### src/q2e_pkg.sv
// ----------------------------------------------------------------------------
// q2e_pkg
// Shared widths, pipeline record types and the CORDIC angle table.
// ----------------------------------------------------------------------------
`default_nettype none

package q2e_pkg;

	localparam int COMPONENT_WIDTH_DEF = 16;
	localparam int CORDIC_STAGES_DEF   = 16;
	localparam int WRAP_DEGREES        = 360;
	localparam int DEG_FULL            = WRAP_DEGREES * 128;

	localparam int CVW      = 38;   // CORDIC datapath width
	localparam int SQ_STEPS = 31;   // result bits of the square root
	localparam int SQW      = 63;   // square root working width

	localparam logic [31:0] TURN_HALF  = 32'h8000_0000;
	localparam logic [31:0] TURN_PLUS  = 32'h4000_0000;
	localparam logic [31:0] TURN_MINUS = 32'hC000_0000;

	typedef struct packed {
		logic signed [CVW-1:0] x;
		logic signed [CVW-1:0] y;
		logic [31:0]           ang;
	} vec_t;

	typedef struct packed {
		logic [SQW-1:0] v;
		logic [SQW-1:0] res;
	} sq_t;

	typedef struct packed {
		logic signed [35:0] py;
		logic signed [35:0] px;
		logic signed [35:0] ry;
		logic signed [35:0] rx;
		logic signed [31:0] ys;
		logic               sat_p;
		logic               sat_n;
		logic               nz;
		logic               zero;
	} side_t;

	typedef struct packed {
		logic nil_p;
		logic nil_r;
		logic nil_y;
		logic sat_p;
		logic sat_n;
		logic nz;
		logic zero;
	} flag_t;

	function automatic logic [31:0] atan_turn(input int idx);
		case (idx)
			0:  atan_turn = 32'h20000000;
			1:  atan_turn = 32'h12E4051E;
			2:  atan_turn = 32'h09FB385B;
			3:  atan_turn = 32'h051111D4;
			4:  atan_turn = 32'h028B0D43;
			5:  atan_turn = 32'h0145D7E1;
			6:  atan_turn = 32'h00A2F61E;
			7:  atan_turn = 32'h00517C55;
			8:  atan_turn = 32'h0028BE53;
			9:  atan_turn = 32'h00145F2F;
			10: atan_turn = 32'h000A2F98;
			11: atan_turn = 32'h000517CC;
			12: atan_turn = 32'h00028BE6;
			13: atan_turn = 32'h000145F3;
			14: atan_turn = 32'h0000A2FA;
			15: atan_turn = 32'h0000517D;
			16: atan_turn = 32'h000028BE;
			17: atan_turn = 32'h0000145F;
			18: atan_turn = 32'h00000A30;
			19: atan_turn = 32'h00000518;
			20: atan_turn = 32'h0000028C;
			21: atan_turn = 32'h00000146;
			22: atan_turn = 32'h000000A3;
			23: atan_turn = 32'h00000051;
			24: atan_turn = 32'h00000029;
			25: atan_turn = 32'h00000014;
			26: atan_turn = 32'h0000000A;
			27: atan_turn = 32'h00000005;
			28: atan_turn = 32'h00000003;
			29: atan_turn = 32'h00000001;
			30: atan_turn = 32'h00000001;
			default: atan_turn = 32'h00000000;
		endcase
	endfunction

endpackage

`default_nettype wire

### src/q2e_sqrt_cell.sv
// ----------------------------------------------------------------------------
// q2e_sqrt_cell
// One digit step of the restoring integer square root, registered.
// ----------------------------------------------------------------------------
`default_nettype none

module q2e_sqrt_cell
	import q2e_pkg::*;
#(
	parameter int STEP = 0
) (
	input  wire  clk,
	input  wire  en,
	input  sq_t  d,
	output sq_t  q
);

	localparam logic [SQW-1:0] BITV = SQW'(1) << (2 * (SQ_STEPS - 1 - STEP));

	logic [SQW-1:0] trial;
	sq_t nxt;

	always_comb begin
		trial = d.res + BITV;
		if (d.v >= trial) begin
			nxt.v   = d.v - trial;
			nxt.res = (d.res >> 1) + BITV;
		end else begin
			nxt.v   = d.v;
			nxt.res = d.res >> 1;
		end
	end

	always_ff @(posedge clk) begin
		if (en) begin
			q <= nxt;
		end
	end

endmodule

`default_nettype wire

### config.mk
export PLATFORM = sky130hd
export DESIGN_NAME = q2e_sqrt_cell
export DESIGN_NICKNAME = d
export VERILOG_FILES = /design/src/q2e_pkg.sv /design/src/q2e_sqrt_cell.sv
export SDC_FILE = /design/constraint.sdc
export NUM_CORES = 1
export LEC_CHECK = 0
export ABC_CLOCK_PERIOD_IN_PS = 8650
export BUFFER_PORTS_ARGS = -buffer_cell sky130_fd_sc_hd__buf_2
export CELL_PAD_IN_SITES_DETAIL_PLACEMENT = 0
export CELL_PAD_IN_SITES_GLOBAL_PLACEMENT = 1
export CORE_ASPECT_RATIO = 0.7
export CORE_MARGIN = 1
export CORE_UTILIZATION = 44
export DETAILED_ROUTE_END_ITERATION = 10
export GPL_ROUTABILITY_DRIVEN = 0
export GPL_TIMING_DRIVEN = 0
export PLACE_DENSITY = 0.84
export SETUP_SLACK_MARGIN = 0.1
export SLEW_MARGIN = 20
export SYNTH_ARGS = -nofsm -noshare
export SYNTH_HDL_FRONTEND = slang
export SYNTH_SLANG_ARGS = --single-unit
### constraint.sdc
create_clock -name clk -period 8.65 [get_ports clk]
set_input_delay 0 -clock clk [delete_from_list [all_inputs] [get_ports clk]]
set_output_delay 0 -clock clk [all_outputs]
set_load 0.01 [all_outputs]
==> Yosys cells after proc, flatten, opt, wreduce, memory -nomap -nowiden <==
Cells that the tools add are included.
{ "word_totals": {"ff_bits": 126, "input_bits": 128, "elab_cells": 8} }
{ "classes": {"add_sub_neg": 3, "order_cmp": 1, "mux": 1} }
{ "ops": {"columns": ["op", "count"], "rows": [
  ["$mux W126", 1],
  ["$add A62 B61 Y63 const B", 1],
  ["$add A63 B61 Y63 const B", 1],
  ["$ge A63 B63 Y1", 1],
  ["$sub A63 B63 Y63", 1]
]} }

==> Logic depth before layout (Yosys ltp) <==
{ "depth": {"depth_word": 3, "ltp_mapped": 14, "ltp_nobuf": 13} }

==> Worst setup path before layout <==
Ideal clock, no wire load.
{ "synth_path": {"path_kind": "input to register", "start": "input port d[63] (netlist name)", "end": "register q[123] (netlist name), data pin", "setup_time_ns": 0.169, "arrival_ns": 2.776, "path_slack_ns": 5.705, "cell_stages": 13, "path_buffers": 0, "cell_sequence": "inv_1 > ha_1 > inv_1 > fa_1 > a21o_1 > a221o_1 > a21o_1 > a2111o_1 > a31oi_2 > nor3b_1 > nor2_1 > mux2_2 > o31ai_1"} }
{ "synth_lines": {"columns": ["item", "line_no", "rtl"], "rows": [
  ["start: declaration", "q2e_sqrt_cell.sv:14", "input sq_t d,"],
  ["end signal: assignment", "q2e_sqrt_cell.sv:36", "q <= nxt;"],
  ["end: declaration", "q2e_sqrt_cell.sv:15", "output sq_t q"]
]} }

==> results.toml <==
[outcome]
status = "complete, no violations"

[placed_design]
dpl_cell_area_sq_um = 10700
dp_slack_ps = 5140
dp.cells = 1414
port_buffers = 253
dp_hpwl_mm = 19.9

[timing]
final.setup.worst_slack_ps = 4870
fin_crit_ps = 3780
setup_violations = 0
grt_setup_unrepaired = "no"
setup_tns_ps = 0
slew_violations = 0
fin_crit_sh = 0.437
tightest_slew_ps = 917
maxSlewHeadroom = 0.383
fmax_mhz = 265
hold_violations = 0

[layout]
regMostFlops = "q"
diodes = 0
largest_reg_flops = 126
final_common_cell = "buf_2"
area.growth.synth_to_final_pct = 38.0
drive_above_1_share = 0.270
final_cell_mix = "buf_2, edfxtp_1, dlygate4sd3_1"
fin_cells = 1565
design_area_sq_um = 12500
top_regs = "q: 126 flops"
fin_nets = 1477

[setup_path]
worstPathCellList = "dlygate4sd3_1 -> buf_2 -> inv_1 -> ha_1 -> o21a_1 -> o211ai_1 -> o21ba_2 -> o31ai_1 -> o21ai_1 -> a311o_1 -> a31oi_1 -> xnor2_1 -> mux2_4"
end_kind = "register"
path_max_fanout = 5
critPathRequiredTime_ps = 8830
critPathKind = "in -> reg"
critical-path-max-stage-delay_ps = 750
cp_data_arrival_time_ps = 3960
critical-path-top-delay-family = "compound AO/OA/AOI/OAI gates"
cp_num_buf_inv = 3
slowest_stage = "o31ai_1"
start_kind = "input pin"

[logic_synthesis]
synth-xor-area-share = 0.0495
synth_flop_cell = "edfxtp_1"
synthSimpleGateAreaFrac = 0.111
syn_nets = 1085
synth_top_area_share = 0.419
synth-edff-count = 126
avgSynthCellArea_sq_um = 10.1
synthAdderAreaFrac = 0.0936
synth_top_area_cell = "edfxtp_1"
syn_area_sq_um = 9030
synthDistinctLibCells = 62
synth_compound_area_frac = 0.189
yosys_warnings = 0
synth_top_family_by_area = "compound AO/OA/AOI/OAI gates"
yosys-top-cells-area = "edfxtp_1, ha_1, mux2_4"
synth-seq-area-share = 0.419
synthArstFlopShare = 0
ys_seq_elements = 126
synthMuxAreaShare = 0.0744
synthCells = 890

[pwr]
ir_drop_mv = 0.102
p_per_area_nw_per_um2 = 179
leakagePower_nw = 5.79

[grt]
track_usage = 0.258
grt_max_degree = 69
grt_pass1_vias = 7928
grt_pass1_wl_mm = 42.0
grt-ovfl-total = 0
antenna_found_initial = 0

[clock_network]
numCtsBuffers = 17
clock_path_buffers = 2
cts_tree = "done"
cts_resized = 0
post_cts.repair.setup_buffers = 0
clock-sinks = 126
clockRootBuffer = "clkbuf_16"
cts.clk_slew.worst_paths_ps = 60
ctsHoldBuffers = 119
htreeDepth = 4

[drt]
wirelength_mm = 27.1
vias_per_cell = 5.29
vias = 8277
route.detailed.drc = 0
ant_nets = 0
wire_per_inst_microns = 17.3
drt_iter0_markers = 701
drtPass1Iterations = 8

[die]
rows = 43
die_w_microns = 173
io_pins = 254
die_h_microns = 122
start_util = 0.453
dieArea_sq_um = 21100
core_area_sq_um = 20000

[job]
drv_cap = 0

[hold_path]
min_path_type = "in -> reg"
area by class of cell:
type / instances / area [sq um]
Buffer: 46 / 221
Clock buffer: 18 / 429
Clock inverter: 14 / 174
Fill cell: 1732 / 7500
Inverter: 93 / 349
Multi-Input combinational cell: 625 / 4680
Sequential cell: 126 / 3780
Tap cell: 270 / 338
Timing Repair Buffer: 373 / 2490
path summary, 6_finish.rpt:
kind | depth (start not counted) | to | slack, ps | startpoint
setup / recovery | 13 | q[116] | 4870 | d[5]
hold / removal | 3 | q[125] | 10 | d[125]
worst min-delay path: stages:
cell     delay, ps
buf_2           90
or3_1           90
and3b_1        150
synth_stat cells, types with 9 or more instances:
cell and count:
inv_1 93, clkbuf_1 32, xor2_1 16, nor3_1 22
ha_1 66, edfxtp_1 126, nor2_1 39, mux2_4 44
o21a_1 15, nand3_1 27, a21oi_1 75, nand2_1 56
buf_2 9, xnor2_1 35, o21ai_0 38, a21o_1 49
nand4_1 30, o21bai_1 14
layer usage:
layer / routed length [microns] / GRT usage / vias up
li1: - / - / 4063
met4: 308 / 0.0537 / 0
met2: 12000 / 0.407 / 320
met1: 13000 / 0.362 / 3870
met5: 0 / 0 / -
met3: 1780 / 0.0599 / 24
cells by family after synthesis:
kind of cell | Yosys count
AO/OA/AOI/OAI | 256
adder cells (fa/ha/maj) | 67
multiplexers | 45
AND/OR/NAND/NOR | 206
buffers and inverters | 139
XOR/XNOR | 51
flip-flops | 126
power breakdown:
group	switching (mW)	total, mW	internal [mW]
clock network	0.282	0.758	0.477
logic	0.370	0.686	0.317
registers	0.0187	0.786	0.767
metrics by stage:
step,power [mW],hold slack (ps),util
CTS,2.22,3.87,0.624
global route,2.33,27.6,0.624
floorplan,1.22,98.9,-
global placement,1.42,192,0.533
finish,2.23,13.4,0.624
detailed placement,1.43,194,0.535
Note: power is estimated with default switching activity, not from simulation.
